==> src/hw/rtl/pdfs_pkg.sv <==
// ----------------------------------------------------------------------------
// pdfs_pkg
// Shared types and codes for the shaped PD rate law: request and response
// payloads, command and register codes, and the control group of the
// convolution unit.
// ----------------------------------------------------------------------------
package pdfs_pkg;

  // request commands
  localparam logic [1:0] CMD_SAMPLE  = 2'd0;
  localparam logic [1:0] CMD_TAP     = 2'd1;
  localparam logic [1:0] CMD_RESTART = 2'd2;

  // configuration register indexes
  localparam logic [1:0] REG_PGAIN = 2'd0;
  localparam logic [1:0] REG_DGAIN = 2'd1;
  localparam logic [1:0] REG_LIMIT = 2'd2;
  localparam logic [1:0] REG_TAPS  = 2'd3;

  localparam int unsigned CFG_W = 31;

  localparam logic [30:0] LIMIT_RESET = 31'd65536;
  localparam logic [6:0]  TAPS_RESET  = 7'd64;

  typedef struct packed {
    logic [1:0]         command;
    logic signed [31:0] error_in;
    logic [5:0]         tap_index;
    logic signed [15:0] tap_value;
  } req_t;

  typedef struct packed {
    logic signed [31:0] rate_out;
    logic               clamped;
  } rsp_t;

  // control group from the sequencer to the convolution unit
  typedef struct packed {
    logic push;
    logic clear;
    logic tap_we;
  } conv_ctl_t;

endpackage

==> src/hw/rtl/pdfs_pd_term.sv <==
// ----------------------------------------------------------------------------
// pdfs_pd_term
// Two-stage PD term: both gain products in the first stage, sum, floor
// rescale to Q16.16 and 32-bit saturation in the second.
// ----------------------------------------------------------------------------
module pdfs_pd_term (
  input  logic               clk,
  input  logic               rst,
  input  logic               start,
  input  logic signed [23:0] kp,
  input  logic signed [23:0] kd,
  input  logic signed [31:0] err,
  input  logic signed [31:0] prev,
  output logic               done,
  output logic signed [31:0] pd
);
  import pdfs_pkg::*;

  logic               v1;
  logic               v2;
  logic signed [55:0] prod_p;
  logic signed [56:0] prod_d;
  logic signed [32:0] diff;
  logic signed [57:0] acc;
  logic               fits;
  logic signed [31:0] pd_next;

  assign diff = err - prev;
  assign acc  = prod_p + prod_d;

  // q26.32 sum, upper bits above bit 47 must all match the sign for no overflow
  assign fits = (acc[57:47] == {11{acc[47]}});

  always_comb begin
    if (fits) begin
      pd_next = acc[47:16];
    end else if (acc[57]) begin
      pd_next = 32'sh8000_0000;
    end else begin
      pd_next = 32'sh7fff_ffff;
    end
  end

  always_ff @(posedge clk) begin
    if (rst) begin
      v1 <= 1'b0;
      v2 <= 1'b0;
    end else begin
      v1 <= start;
      v2 <= v1;
    end
  end

  always_ff @(posedge clk) begin
    if (start) begin
      prod_p <= kp * err;
      prod_d <= kd * diff;
    end
    if (v1) begin
      pd <= pd_next;
    end
  end

  assign done = v2;

endmodule

==> config.mk <==
export PLATFORM = sky130hd
export DESIGN_NAME = pdfs_pd_term
export DESIGN_NICKNAME = d
export VERILOG_FILES = /design/src/hw/rtl/pdfs_pkg.sv /design/src/hw/rtl/pdfs_pd_term.sv
export SDC_FILE = /design/constraint.sdc
export NUM_CORES = 2
export LEC_CHECK = 0
export ABC_CLOCK_PERIOD_IN_PS = 13300
export BUFFER_PORTS_ARGS = -buffer_cell sky130_fd_sc_hd__buf_2
export CAP_MARGIN = 20
export CORE_ASPECT_RATIO = 0.75
export CORE_MARGIN = 2
export CORE_UTILIZATION = 40
export CTS_CLUSTER_DIAMETER = 50
export DETAILED_ROUTE_END_ITERATION = 16
export GPL_TIMING_DRIVEN = 0
export PLACE_DENSITY = 0.6
export SYNTH_ARGS = -nofsm -noshare
export SYNTH_HDL_FRONTEND = slang
export SYNTH_SLANG_ARGS = --single-unit
==> constraint.sdc <==
create_clock -name clk -period 13.3 [get_ports clk]
set_clock_uncertainty 0.2 [all_clocks]
set_input_delay 2.66 -clock clk [delete_from_list [all_inputs] [get_ports clk]]
set_output_delay 2.66 -clock clk [all_outputs]
set_load 0.02 [all_outputs]
Yosys cells after proc, flatten, opt, wreduce, memory -nomap -nowiden
Cells that the tools add are included.
{"block": "op_classes", "add_sub_neg": 2, "n_mul": 2, "n_eq_ne": 1, "mux": 2}
{"cell": "32-bit 2-to-1 mux", "count": 2}
{"cell": "56-bit by 57-bit adder with 58-bit output", "count": 1}
{"cell": "24-bit by 33-bit multiplier with 57-bit output", "count": 1}
{"cell": "24-bit by 32-bit multiplier with 56-bit output", "count": 1}
{"cell": "32-bit by 32-bit subtractor with 33-bit output", "count": 1}
{"cell": "10-bit == test", "count": 1}
{"block": "totals", "regBits": 147, "word_cells": 12}

Depth between registers and ports, before layout
{"block": "depth", "depth_word": 3, "depth_mapped": 42, "ltp_nobuf": 39}

Worst setup path before layout
No wires, ideal clock.
{"block": "synth_timing", "path_kind": "input -> register", "start": "input err[0]", "end": "register prod_d[54], data pin", "arrival_ps": 11961, "t_required_ps": 12842, "slack_ps": 881, "stages": 41, "cell_sequence": "clkbuf_1 -> inv_1 -> ha_1 -> inv_1 -> fa_1 -> a21o_1 -> a21oi_1 -> o21ai_0 -> o211ai_1 -> o2111ai_1 -> a2111oi_0 -> or4_1 -> nand3_1 -> and3_1 -> o22ai_1 -> clkbuf_1 -> nand2_1 -> fa_1 -> (+5 left out) -> fa_1 -> fa_1 -> fa_1 -> inv_1 -> fa_1 -> inv_1 -> ha_1 -> clkbuf_1 -> a21o_1 -> a21oi_1 -> o21ai_0 -> o21ai_0 -> a21boi_0 -> o21ai_0 -> nor2b_1 -> o21ai_0 -> a21oi_1 -> xnor2_1"}
{"block": "synth_via", "elab_chain_cells": 2}
{"item": "from (decl)", "line": "pdfs_pd_term.sv:12", "rtl": "input logic signed [31:0] err,"}
{"item": "32-bit by 32-bit subtractor with 33-bit output", "line": "pdfs_pd_term.sv:28", "rtl": "assign diff = err - prev;"}
{"item": "24-bit by 33-bit multiplier with 57-bit output", "line": "pdfs_pd_term.sv:57", "rtl": "prod_d <= kd * diff;"}
{"item": "to (signal assigned)", "line": "pdfs_pd_term.sv:57"}
{"item": "to (decl)", "line": "pdfs_pd_term.sv:22", "rtl": "logic signed [56:0] prod_d;"}
No other way between the ends.
A chain may end at the register's enable or synchronous reset.

Final worst setup path
{"block": "layout_timing", "start": "input err[12]", "end": "register prod_d[56], data pin"}
The elaborated chain is that of the path after synthesis.

==> results.json <==
{
  "status": "finished clean",
  "worst_skew_pair.late_latency_ps": 490,
  "start_util_pct": 40.1,
  "drc_errors": 0,
  "crit_buf_inv": 6,
  "clk_path_buf_depth": 3,
  "worstPathRequired_ps": 13320,
  "hold_path_class": "flip-flop to flip-flop",
  "core.rowCount": 127,
  "cts_buffers": 25,
  "cts_tree": "done",
  "criticalPathCategory": "primary input to flip-flop",
  "gr-total-overflow": 0,
  "fmax_mhz": 76.9,
  "gr-usage-all-layers_pct": 27.0,
  "grt_max_degree": 60,
  "io_pins": 148,
  "critPathLaunchType": "primary input",
  "reg2reg_slack_ps": 7850,
  "synthFlopType": "edfxtp_1",
  "layout_common_cells": "inv_1 (1600), fa_1 (1587), nand2_1 (1042)",
  "die_x_microns": 466,
  "io_buffers": 143,
  "area_growth_pct": 7.18,
  "crit_end": "prod_d[56]$_DFFE_PP_",
  "crit_path_end_kind": "flip-flop",
  "tightest_slew_ps": 1210,
  "cts-root-buf": "clkbuf_16",
  "clkTransAtPathRegs_ps": 60,
  "seq_area_frac_synth_pct": 6.88,
  "slew_headroom_pct": 18.7,
  "cp_common_cell": "fa_1",
  "cp_top_family": "adder cells",
  "antenna_left": 0,
  "cts_hold_buf": 0,
  "hold_viol_final": 0,
  "cts_num_sinks": 147,
  "worstReg2RegStart": "prod_d[17]$_DFFE_PP_",
  "yosysWarnings": 0,
  "crit_path_start": "err[12]",
  "synth_edf_count": 145,
  "post-route-util_pct": 43.0,
  "cp_slowest_cell": "fa_1",
  "cpPeakStageDelay_ps": 590,
  "slew_viol_final": 0,
  "fin_nets": 9213,
  "place_hpwl_microns": 189000,
  "period_needed_ps": 13010,
  "dr.pass1.iters": 8,
  "routed_via_density": 5.27,
  "synth.distinct_cells": 81,
  "grt_first_pass_wirelength_microns": 325000,
  "antenna_found_initial": 25,
  "path_depth": 35,
  "setup_tns_ps": 0,
  "grt_pass1_vias": 50800,
  "worst_ep_arrival_time_ps": 13020,
  "ys_seq_elements": 147,
  "fin_crit_sh_pct": 97.8,
  "coreArea_sq_um": 159000,
  "r2r_cells": 13,
  "drive_gt1_share_pct": 4.03,
  "gp_congestion": 1.02,
  "netlist_area_sq_um": 63900,
  "setup_viol_count_final": 0,
  "drt_first_iter_violations": 4625,
  "die_area_sq_um": 163000,
  "postSynthCellCount": 6930,
  "hp-start": "v1$_SDFF_PP0_",
  "max_cap_viol_count": 0,
  "wire_per_inst_microns": 23.2,
  "synthArstFlopShare_pct": 0,
  "vias": 48900,
  "r2r_end": "pd[19]$_DFFE_PP_",
  "syn_area_per_cell_sq_um": 9.22,
  "final_common_cell": "inv_1",
  "wl_microns": 215000,
  "cp_max_fo": 10,
  "synth_nets": 9024,
  "htreeDepth": 4,
  "die_h_microns": 350
}
==> how the worst min path moves through the flow <==
| stage | endpoint | slack (ps) | cells past startpoint |
|---|---|---|---|
| global placement | pd[15]$_DFFE_PP_ | 750 | 5 |
| CTS | pd[7]$_DFFE_PP_ | 670 | 0 |
| detailed placement | pd[10]$_DFFE_PP_ | 660 | 0 |
| global route | pd[11]$_DFFE_PP_ | 700 | 0 |
| finish | pd[7]$_DFFE_PP_ | 670 | 0 |
| floorplan | pd[2]$_DFFE_PP_ | 660 | 5 |
==> repair_timing <==
| action | CTS | global route |
|---|---|---|
| pin swaps | 2 | 3 |
| buffers inserted | 3 | 7 |
| endpoints found under the setup margin | 24 | 11 |
| resized for setup | 39 | 42 |
==> routing by layer <==
layer	global-route usage, %	wire length, microns
met1	38.5	90900
met2	38.7	89100
met3	6.94	24100
met4	11.5	11400
met5	0	42
==> synthesized netlist by cell type, drive strengths merged (11+ instances only) <==
| cell type | number | area, sq um |
|---|---|---|
| a21o | 102 | 773 |
| a211oi | 20 | 155 |
| nand2b | 54 | 338 |
| buf | 12 | 100 |
| and3 | 26 | 163 |
| edfxtp | 145 | 4350 |
| o31ai | 14 | 105 |
| xnor2 | 125 | 1090 |
| nand4 | 32 | 200 |
| a22oi | 11 | 82.6 |
| a21oi | 164 | 825 |
| and2 | 577 | 3610 |
| o21a | 36 | 270 |
| xor2 | 53 | 464 |
| fa | 1589 | 31800 |
| nor2 | 163 | 612 |
| a31oi | 18 | 113 |
| ha | 390 | 4880 |
| nor2b | 43 | 269 |
| nand2 | 1042 | 3910 |
| nor3 | 34 | 170 |
| inv | 1603 | 6020 |
| clkbuf | 312 | 1170 |
| o211ai | 15 | 113 |
| nand3 | 91 | 455 |
| a21boi | 11 | 82.6 |
| o21bai | 19 | 143 |
| o21ai | 101 | 505 |
==> per-stage QoR <==
step	setup slack [ps]	cells	hold slack, ps	cell area, sq um
final	293	9275	669	68500
after global routing	-3.70	9255	702	68400
after CTS	1.23	9245	670	68200
after detailed placement	-2520	9210	659	67400
after floorplan	881	6930	656	63900
after global placement	-2430	9201	752	67300
==> sequential cells by signal, indices dropped and copies added, names as in the netlist <==
signal / flops
done: 1
pd: 32
prod_d: 57
prod_p: 56
v1: 1
==> area by class of cell <==
class	count	area (sq um)
fill	15800	90700
multi-input combinational	4855	52400
inverter	1604	6030
sequential	147	4400
tap	2128	2660
buffer	322	1310
timing repair buffer	164	925
clock buffer	26	629
clock inverter	7	57.6
antenna	22	55.1
==> cells by family after synthesis <==
group | count (synthesis) | share of synthesized area (%)
buffers and inverters | 1928 | 11.4
xor gates and xnor gates | 178 | 2.44
AOI/OAI and AO/OA | 588 | 6.06
adders and majority gates | 1979 | 57.4
DFF | 147 | 6.88
and+or+nand+nor | 2106 | 15.7
muxes | 4 | 0.0646
Power is not shown: default switching activity piles up to over one toggle a cycle in this logic, so the estimate is an artifact.
