**src/hw/rtl/pdfs_pkg.sv**
```systemverilog
// ----------------------------------------------------------------------------
// pdfs_pkg
// Shared types and codes for the shaped PD rate law: request and response
// payloads, command and register codes, and the control group of the
// convolution unit.
// ----------------------------------------------------------------------------
package pdfs_pkg;

  // request commands
  localparam logic [1:0] CMD_SAMPLE  = 2'd0;
  localparam logic [1:0] CMD_TAP     = 2'd1;
  localparam logic [1:0] CMD_RESTART = 2'd2;

  // configuration register indexes
  localparam logic [1:0] REG_PGAIN = 2'd0;
  localparam logic [1:0] REG_DGAIN = 2'd1;
  localparam logic [1:0] REG_LIMIT = 2'd2;
  localparam logic [1:0] REG_TAPS  = 2'd3;

  localparam int unsigned CFG_W = 31;

  localparam logic [30:0] LIMIT_RESET = 31'd65536;
  localparam logic [6:0]  TAPS_RESET  = 7'd64;

  typedef struct packed {
    logic [1:0]         command;
    logic signed [31:0] error_in;
    logic [5:0]         tap_index;
    logic signed [15:0] tap_value;
  } req_t;

  typedef struct packed {
    logic signed [31:0] rate_out;
    logic               clamped;
  } rsp_t;

  // control group from the sequencer to the convolution unit
  typedef struct packed {
    logic push;
    logic clear;
    logic tap_we;
  } conv_ctl_t;

endpackage

```
**src/hw/rtl/pdfs_conv.sv**
```systemverilog
// ----------------------------------------------------------------------------
// pdfs_conv
// Ring history and kernel tap memories with a one-tap-per-cycle
// multiply-accumulate walk from the newest entry backward.
// ----------------------------------------------------------------------------
module pdfs_conv #(
  parameter int MAX_TAPS = 64
) (
  input  logic                                 clk,
  input  logic                                 rst,
  input  pdfs_pkg::conv_ctl_t                  ctl,
  input  logic signed [31:0]                   pd_in,
  input  logic [(MAX_TAPS > 1 ? $clog2(MAX_TAPS) : 1)-1:0] tap_addr,
  input  logic signed [15:0]                   tap_data,
  input  logic [$clog2(MAX_TAPS + 1)-1:0]      len,
  output logic                                 done,
  output logic signed [48 + (MAX_TAPS > 1 ? $clog2(MAX_TAPS) : 1):0] sum
);
  import pdfs_pkg::*;

  localparam int AW    = (MAX_TAPS > 1) ? $clog2(MAX_TAPS) : 1;
  localparam int LEN_W = $clog2(MAX_TAPS + 1);
  localparam int ACC_W = 49 + AW;

  logic signed [31:0] ring_mem [MAX_TAPS];
  logic signed [15:0] tap_mem  [MAX_TAPS];

  logic [AW-1:0]           head;
  logic [LEN_W-1:0]        fill;
  logic                    busy;
  logic [AW-1:0]           rd_pos;
  logic [LEN_W-1:0]        cnt;
  logic                    rd_v;
  logic                    mul_v;
  logic signed [31:0]      ring_q;
  logic signed [15:0]      tap_q;
  logic signed [47:0]      prod;
  logic signed [ACC_W-1:0] acc;

  logic [AW-1:0]    wr_pos;
  logic [AW-1:0]    head_next;
  logic [LEN_W-1:0] fill_next;
  logic             issuing;

  assign wr_pos    = (LEN_W'(head) >= len) ? '0 : head;
  assign head_next = (LEN_W'(wr_pos) + LEN_W'(1) == len) ? '0 : wr_pos + AW'(1);
  assign fill_next = (fill < len) ? fill + LEN_W'(1) : len;
  assign issuing   = busy && (cnt < fill);
  assign done      = busy && !issuing && !rd_v && !mul_v;

  // no clearing of the ring contents: the walk only reaches the fill newest
  // entries, all written since the last clear
  always_ff @(posedge clk) begin
    if (rst) begin
      head  <= '0;
      fill  <= '0;
      busy  <= 1'b0;
      rd_v  <= 1'b0;
      mul_v <= 1'b0;
    end else begin
      rd_v  <= issuing;
      mul_v <= rd_v;
      if (ctl.clear) begin
        head <= '0;
        fill <= '0;
      end else if (ctl.push) begin
        head <= head_next;
        fill <= fill_next;
        busy <= 1'b1;
      end else if (done) begin
        busy <= 1'b0;
      end
    end
  end

  always_ff @(posedge clk) begin
    if (ctl.push) begin
      rd_pos <= wr_pos;
      cnt    <= '0;
      acc    <= '0;
    end else begin
      if (issuing) begin
        rd_pos <= (rd_pos == '0) ? AW'(len - LEN_W'(1)) : rd_pos - AW'(1);
        cnt    <= cnt + LEN_W'(1);
      end
      if (mul_v) begin
        acc <= acc + prod;
      end
    end
    prod <= ring_q * tap_q;
  end

  // memories, one write and one registered read each
  always_ff @(posedge clk) begin
    if (ctl.push) begin
      ring_mem[wr_pos] <= pd_in;
    end
    ring_q <= ring_mem[rd_pos];
  end

  always_ff @(posedge clk) begin
    if (ctl.tap_we) begin
      tap_mem[tap_addr] <= tap_data;
    end
    tap_q <= tap_mem[cnt[AW-1:0]];
  end

  assign sum = acc;

endmodule

```
**config.mk**
```make
export PLATFORM = sky130hd
export DESIGN_NAME = pdfs_conv
export DESIGN_NICKNAME = d
export VERILOG_FILES = /design/src/hw/rtl/pdfs_pkg.sv /design/src/hw/rtl/pdfs_conv.sv
export SDC_FILE = /design/constraint.sdc
export NUM_CORES = 2
export LEC_CHECK = 0
export ABC_CLOCK_PERIOD_IN_PS = 8210
export BUFFER_PORTS_ARGS = -buffer_cell sky130_fd_sc_hd__buf_2
export CORE_MARGIN = 5
export CORE_UTILIZATION = 29
export CTS_CLUSTER_DIAMETER = 40
export DETAILED_ROUTE_END_ITERATION = 7
export GPL_TIMING_DRIVEN = 0
export MAX_ROUTING_LAYER = met4
export PLACE_DENSITY = 0.52
export REMOVE_ABC_BUFFERS = 1
export SETUP_SLACK_MARGIN = 0.4
export SYNTH_ARGS = -nofsm -noshare
export SYNTH_HDL_FRONTEND = slang
export SYNTH_SLANG_ARGS = --single-unit
```
**constraint.sdc**
```tcl
create_clock -name clk -period 8.21 [get_ports clk]
set_input_delay 0.821 -clock clk [delete_from_list [all_inputs] [get_ports clk]]
set_output_delay 0.821 -clock clk [all_outputs]
set_load 0.01 [all_outputs]
```
Word level (Yosys, flattened, before mapping)

Memory sizes are Yosys's and may differ from the RTL's. A register that Yosys moved wholly into a read port is not among the register bits.
Index checks and enable logic that the tools add are counted.

Word-level logic and storage cells: 48
Flip-flop bits (word level): 132
Memories kept: 2
RAM bits: 3072

Muxes and demuxes: 12
Equal/unequal tests: 1
Magnitude comparators: 3
Add/sub/neg operators: 7
Reduce and logical (&&, ||, !) cells: 12
Multipliers: 1
Bitwise logic cells: 1

Memories:

| memory   | words | bits a word | rd ports | clocked after Yosys merged registers in | write ports | RTL line        | source |
|---|---|---|---|---|---|---|---|
| ring_mem | 64    | 32          | 1        | 1                                       | 1           | pdfs_conv.sv:25 | `logic signed [31:0] ring_mem [MAX_TAPS];` |
| tap_mem  | 64    | 16          | 1        | 1                                       | 1           | pdfs_conv.sv:26 | `logic signed [15:0] tap_mem [MAX_TAPS];` |

Operator list:

| operator                                          | count |
|---|---|
| adder 55 x 48 -> 55 bit                           | 1 |
| multiplier 32 x 16 -> 48 bit                      | 1 |
| two-way mux 6 bit                                 | 5 |
| adder 7 x 1 -> 7 bit (second input constant)      | 2 |
| < comparator 7 bit                                | 2 |
| subtractor 6 x 1 -> 6 bit (second input constant) | 2 |
| adder 6 x 1 -> 7 bit (second input constant)      | 1 |
| equality test 7 bit                               | 1 |
| >= comparator 6 x 7 -> 1 bit                      | 1 |
| two-way mux 7 bit                                 | 1 |
| adder 6 x 1 -> 6 bit (second input constant)      | 1 |
| logical NOT 6 bit                                 | 1 |
| two-way mux 1 bit                                 | 6 |
| logical AND 1 bit                                 | 4 |
| nonzero test 2 bit                                | 2 |
| logical NOT 1 bit                                 | 3 |
| AND reduction 2 bit                               | 1 |
| OR reduction 2 bit                                | 1 |
| inverter 1 bit                                    | 1 |

Depth between registers and ports, before layout

Depth after elaboration: 8
Mapped depth: 25

Worst setup path after synthesis

OpenSTA, ideal clock, no wires.

Path kind: register -> register
Start: register ring_q[31] (read register of ring_mem)
End: register prod[47]
Data arrival time: 6.201 ns
Slack: 1.888 ns
Stages on the path, launching flop included: 22
Required time: 8.089 ns
Path buffers: 2
Cells stage by stage: dfxtp_1 > clkbuf_1 > nand2_1 > fa_1 > inv_1 > fa_1 > inv_1 > fa_1 > fa_1 > fa_1 > fa_1 > inv_1 > ha_1 > clkbuf_1 > a21o_1 > a21o_1 > a21oi_1 > o21ai_0 > a2111oi_0 > o211ai_1 > a31oi_1 > xnor2_1

Word-level cells in the longest chain between the ends: 1

Ends and longest elaborated chain:

| element                      | RTL line        | source |
|---|---|---|
| start, declared              | pdfs_conv.sv:35 | `logic signed [31:0] ring_q;` |
| multiplier 32 x 16 -> 48 bit | pdfs_conv.sv:90 | `prod <= ring_q * tap_q;` |
| end signal, assigned         | pdfs_conv.sv:90 |  |
| end, declared                | pdfs_conv.sv:37 | `logic signed [47:0] prod;` |

No other way between the ends.
A chain may end at the register's enable or synchronous reset.

Worst setup path in the final report

Start: register tap_q[5] (read register of tap_mem)
End: register prod[47]

Word-level cells in the longest chain between the ends: 1

Ends and longest elaborated chain:

| element                      | RTL line        | source |
|---|---|---|
| start, declared              | pdfs_conv.sv:36 | `logic signed [15:0] tap_q;` |
| multiplier 32 x 16 -> 48 bit | pdfs_conv.sv:90 |  |

No other way between the ends.

==> impl_metrics.toml <==
[run_status]
status = "completed"

[floorplanning]
core_region_area_sq_um = 494000
floorplan.die_area_sq_um = 511000
die-width_um = 715
floorplan.io_pins = 122
initial_utilization_pct = 29.1
die_y_um = 715
fp-row-count = 258

[layout]
fillerInstances = 45600
finalCoreUtilization_pct = 35.2
layout_commonest_cell = "edfxtp_1"
post_route_cells_drive_above_1_share_pct = 27.3
final_cell_area_sq_um = 174000
final_cell_mix = "edfxtp_1 (3078), mux4_2 (981), inv_1 (614), fa_1 (487), clkbuf_16 (430)"
layout.nets = 8855
area_delta_synth_final_pct = 20.9

[global_routing]
first_pass_grt_wire_length_um = 550000
antenna_violations_before_repair = 73
grt_use_total_pct = 15.0
number_of_global_route_vias_before_repair = 77900
final_global_route_overflow_total = 0
grt_max_degree = 65

[place]
io_buffers = 121
pre_cts_ws_ps = -409
postPlaceCellArea_sq_um = 159000
globalplace.congestion = 0.825
post-dp-hpwl_um = 250000

[clock_tree]
cts_buffers = 427
clk-insertion-delay-late_ps = 990
number_of_sinks_driven_by_the_clock_tree = 3252
clockBufferDepth = 4
post_cts_buffers = 0
clock_tree_from_tritoncts = "built"
root_buffer = "clkbuf_16"
h-tree-depth = 5
clk_transition_reported_paths_ps = 50
cts.hold.buffers_added = 0

[critical_path]
critical_path.reg2reg.startpoint = "tap_q[5]$_DFF_P_"
worstPathMaxFanout = 32
reg2regPathDepth = 19
r2r_slack_ps = 740
worstSetupEndpointType = "flip-flop"
setup.worst_path.start_class = "flip-flop"
crit_type = "flip-flop to flip-flop"
worst_ep_required_time_ps = 8940
capturing_point_of_the_worst_reg2reg_path = "prod[47]$_DFF_P_"
critPathArrivalTime_ps = 8200

[yosys]
synth_xor_area_share_pct = 0.535
syn_area_sq_um = 144000
netlist.area_leader.share_pct = 64.2
synth.area.top_cells = "edfxtp_1 (64%), mux4_2 (15%), fa_1 (6.8%)"
ys_seq_area_share_pct = 66.6
synthMuxAreaShare_pct = 15.9
area_fraction_in_compound_gates_after_synthesis_pct = 2.19
synth_flop_cell = "edfxtp_1"
ys.warnings.count = 0
synth_area_in_simple_gates_pct = 3.67
synth.ff_latch_count = 3252
synth_enable_flop_cells = 3078
synthAdderAreaFrac_pct = 8.43
yosysTopAreaCell = "edfxtp_1"
syn_inst = 7655
asyncSetResetFlopFracSynth_pct = 0
syn-mean-instance-area_sq_um = 18.8
library_cells_used_by_synthesis = 79
combinational_family_with_the_most_area_after_synthesis = "multiplexers"

[route]
drt_first_iter_violations = 6697
drc_errors = 0
routedWlPerCell_um = 24.9
final_antenna_net_count = 0
route.vias.total = 73600
drt-pass1-iter-count = 6
routed_wl_um = 377000
viasPerCell = 4.86

[sta]
finalCritPeriodShare_pct = 91.0
setup_viol = 0
maxSlewViolCount = 0
clock_skew_ps = 130
max-slew-margin-rel_pct = 3.76
unrepaired_setup_endpoints_after_global_routing = "false"
timing.final.ws_setup_ps = 736
transition_time_at_the_pin_with_the_least_slew_margin_ps = 1440
timing.fmax_ghz = 0.134
period_needed_ps = 7470
report.final.hold_viol_count = 0

[min_path]
holdPathStages = 2
hold_end = "mul_v$_SDFF_PP0_"
holdCritPathClass = "primary input to flip-flop"
worst_hold_path_startpoint = "rst"

[flow_run]
max_cap_viol_count = 0
worst max-delay path: stages (launching register included):
cell and delay (ps):
dfxtp_4 670, nand2_1 210, fa_1 610, inv_1 70, fa_1 780, inv_1 160, fa_1 510, fa_1 560
fa_1 440, fa_1 490, inv_1 40, ha_1 390, a21o_1 220, a21o_1 170, a21oi_1 340, o21ai_0 190
a2111oi_0 490, o211ai_1 250, a31oi_1 530, xnor2_1 150
layer usage:
| layer | track usage [%] | vias up | part of all wire (%) |
|---|---|---|---|
| li1 | - | 30800 | - |
| met1 | 20.7 | 39600 | 44 |
| met2 | 23.3 | 2428 | 47 |
| met3 | 2.28 | 666 | 6.2 |
| met4 | 3.71 | 0 | 2.5 |
| met5 | - | - | 0 |
per-stage QoR:
stage | TNS [ps] | cells | hold WS [ps]
2_1_floorplan | -624400 | 7273 | 445
3_3_place_gp | -1240400 | 14000 | 464
3_5_place_dp | -1870 | 14300 | 467
4_1_cts | 0 | 15100 | 32.7
5_1_grt | 0 | 15100 | 84.3
6_report | 0 | 15100 | 133
layout make-up:
class	instances	area [sq um]	area share, %
sequential	3252	96000	55.2
inverter	615	2310	1.33
tap	6630	8300	4.77
timing repair buffer	410	7310	4.20
antenna	19	47.5	0.0273
clock buffer	471	11000	6.31
multi-input combinational	3406	44900	25.8
clock inverter	334	4160	2.39
Yosys cell counts (22+ instances only):
cell type  count
edfxtp_1    3078
mux4_2       981
inv_1        614
fa_1         487
nand2_1      372
clkbuf_1     271
nor2_1       267
and2_1       213
ha_1         190
dfxtp_1      174
a21oi_1      126
o21ai_0       87
a21o_1        79
mux2i_1       65
xnor2_1       58
buf_1         57
nand3_1       57
buf_2         54
nor3_1        40
nand2b_1      36
xor2_1        30
a31oi_1       24
nand4_1       22
registers in the layout, indices dropped and copies added, names as in the netlist:
register and flops:
ring_mem 2048, tap_mem 1024, sum 55, prod 48
ring_q 32, tap_q 16, cnt 7, fill 7
head 6, rd_pos 6, busy 1, mul_v 1
rd_v 1
timing repair:
action,4_1_cts,5_1_grt
setup endpoints to repair,21,8
resized for setup,2,9
pin swaps,0,0
cells by family (layout without fill, tap and decap cells):
group	count (synthesis)	in the layout
other cells	0	19
simple gates	1105	1105
mux	1058	1058
buf+inv	997	1830
fa+ha+maj	677	677
xor+xnor	88	88
flops	3252	3252
compound gates	478	478
worst max path at each step:
stage,startpoint,to,slack (ps),cells past startpoint
finish,tap_q[5]$_DFF_P_,prod[47]$_DFF_P_,740,19
detailed placement,tap_q[15]$_DFF_P_,prod[47]$_DFF_P_,-410,20
global placement,rd_pos[0]$_DFFE_PP_,rd_pos[4]$_DFFE_PP_,-27110,9
floorplan,rd_pos[0]$_DFFE_PP_,rd_pos[4]$_DFFE_PP_,-13430,9
CTS,tap_q[5]$_DFF_P_,prod[47]$_DFF_P_,440,21
global route,ring_q[6]$_DFF_P_,prod[34]$_DFF_P_,400,21
Power is not shown: default switching activity piles up to over one toggle a cycle in this logic, so the estimate is an artifact.
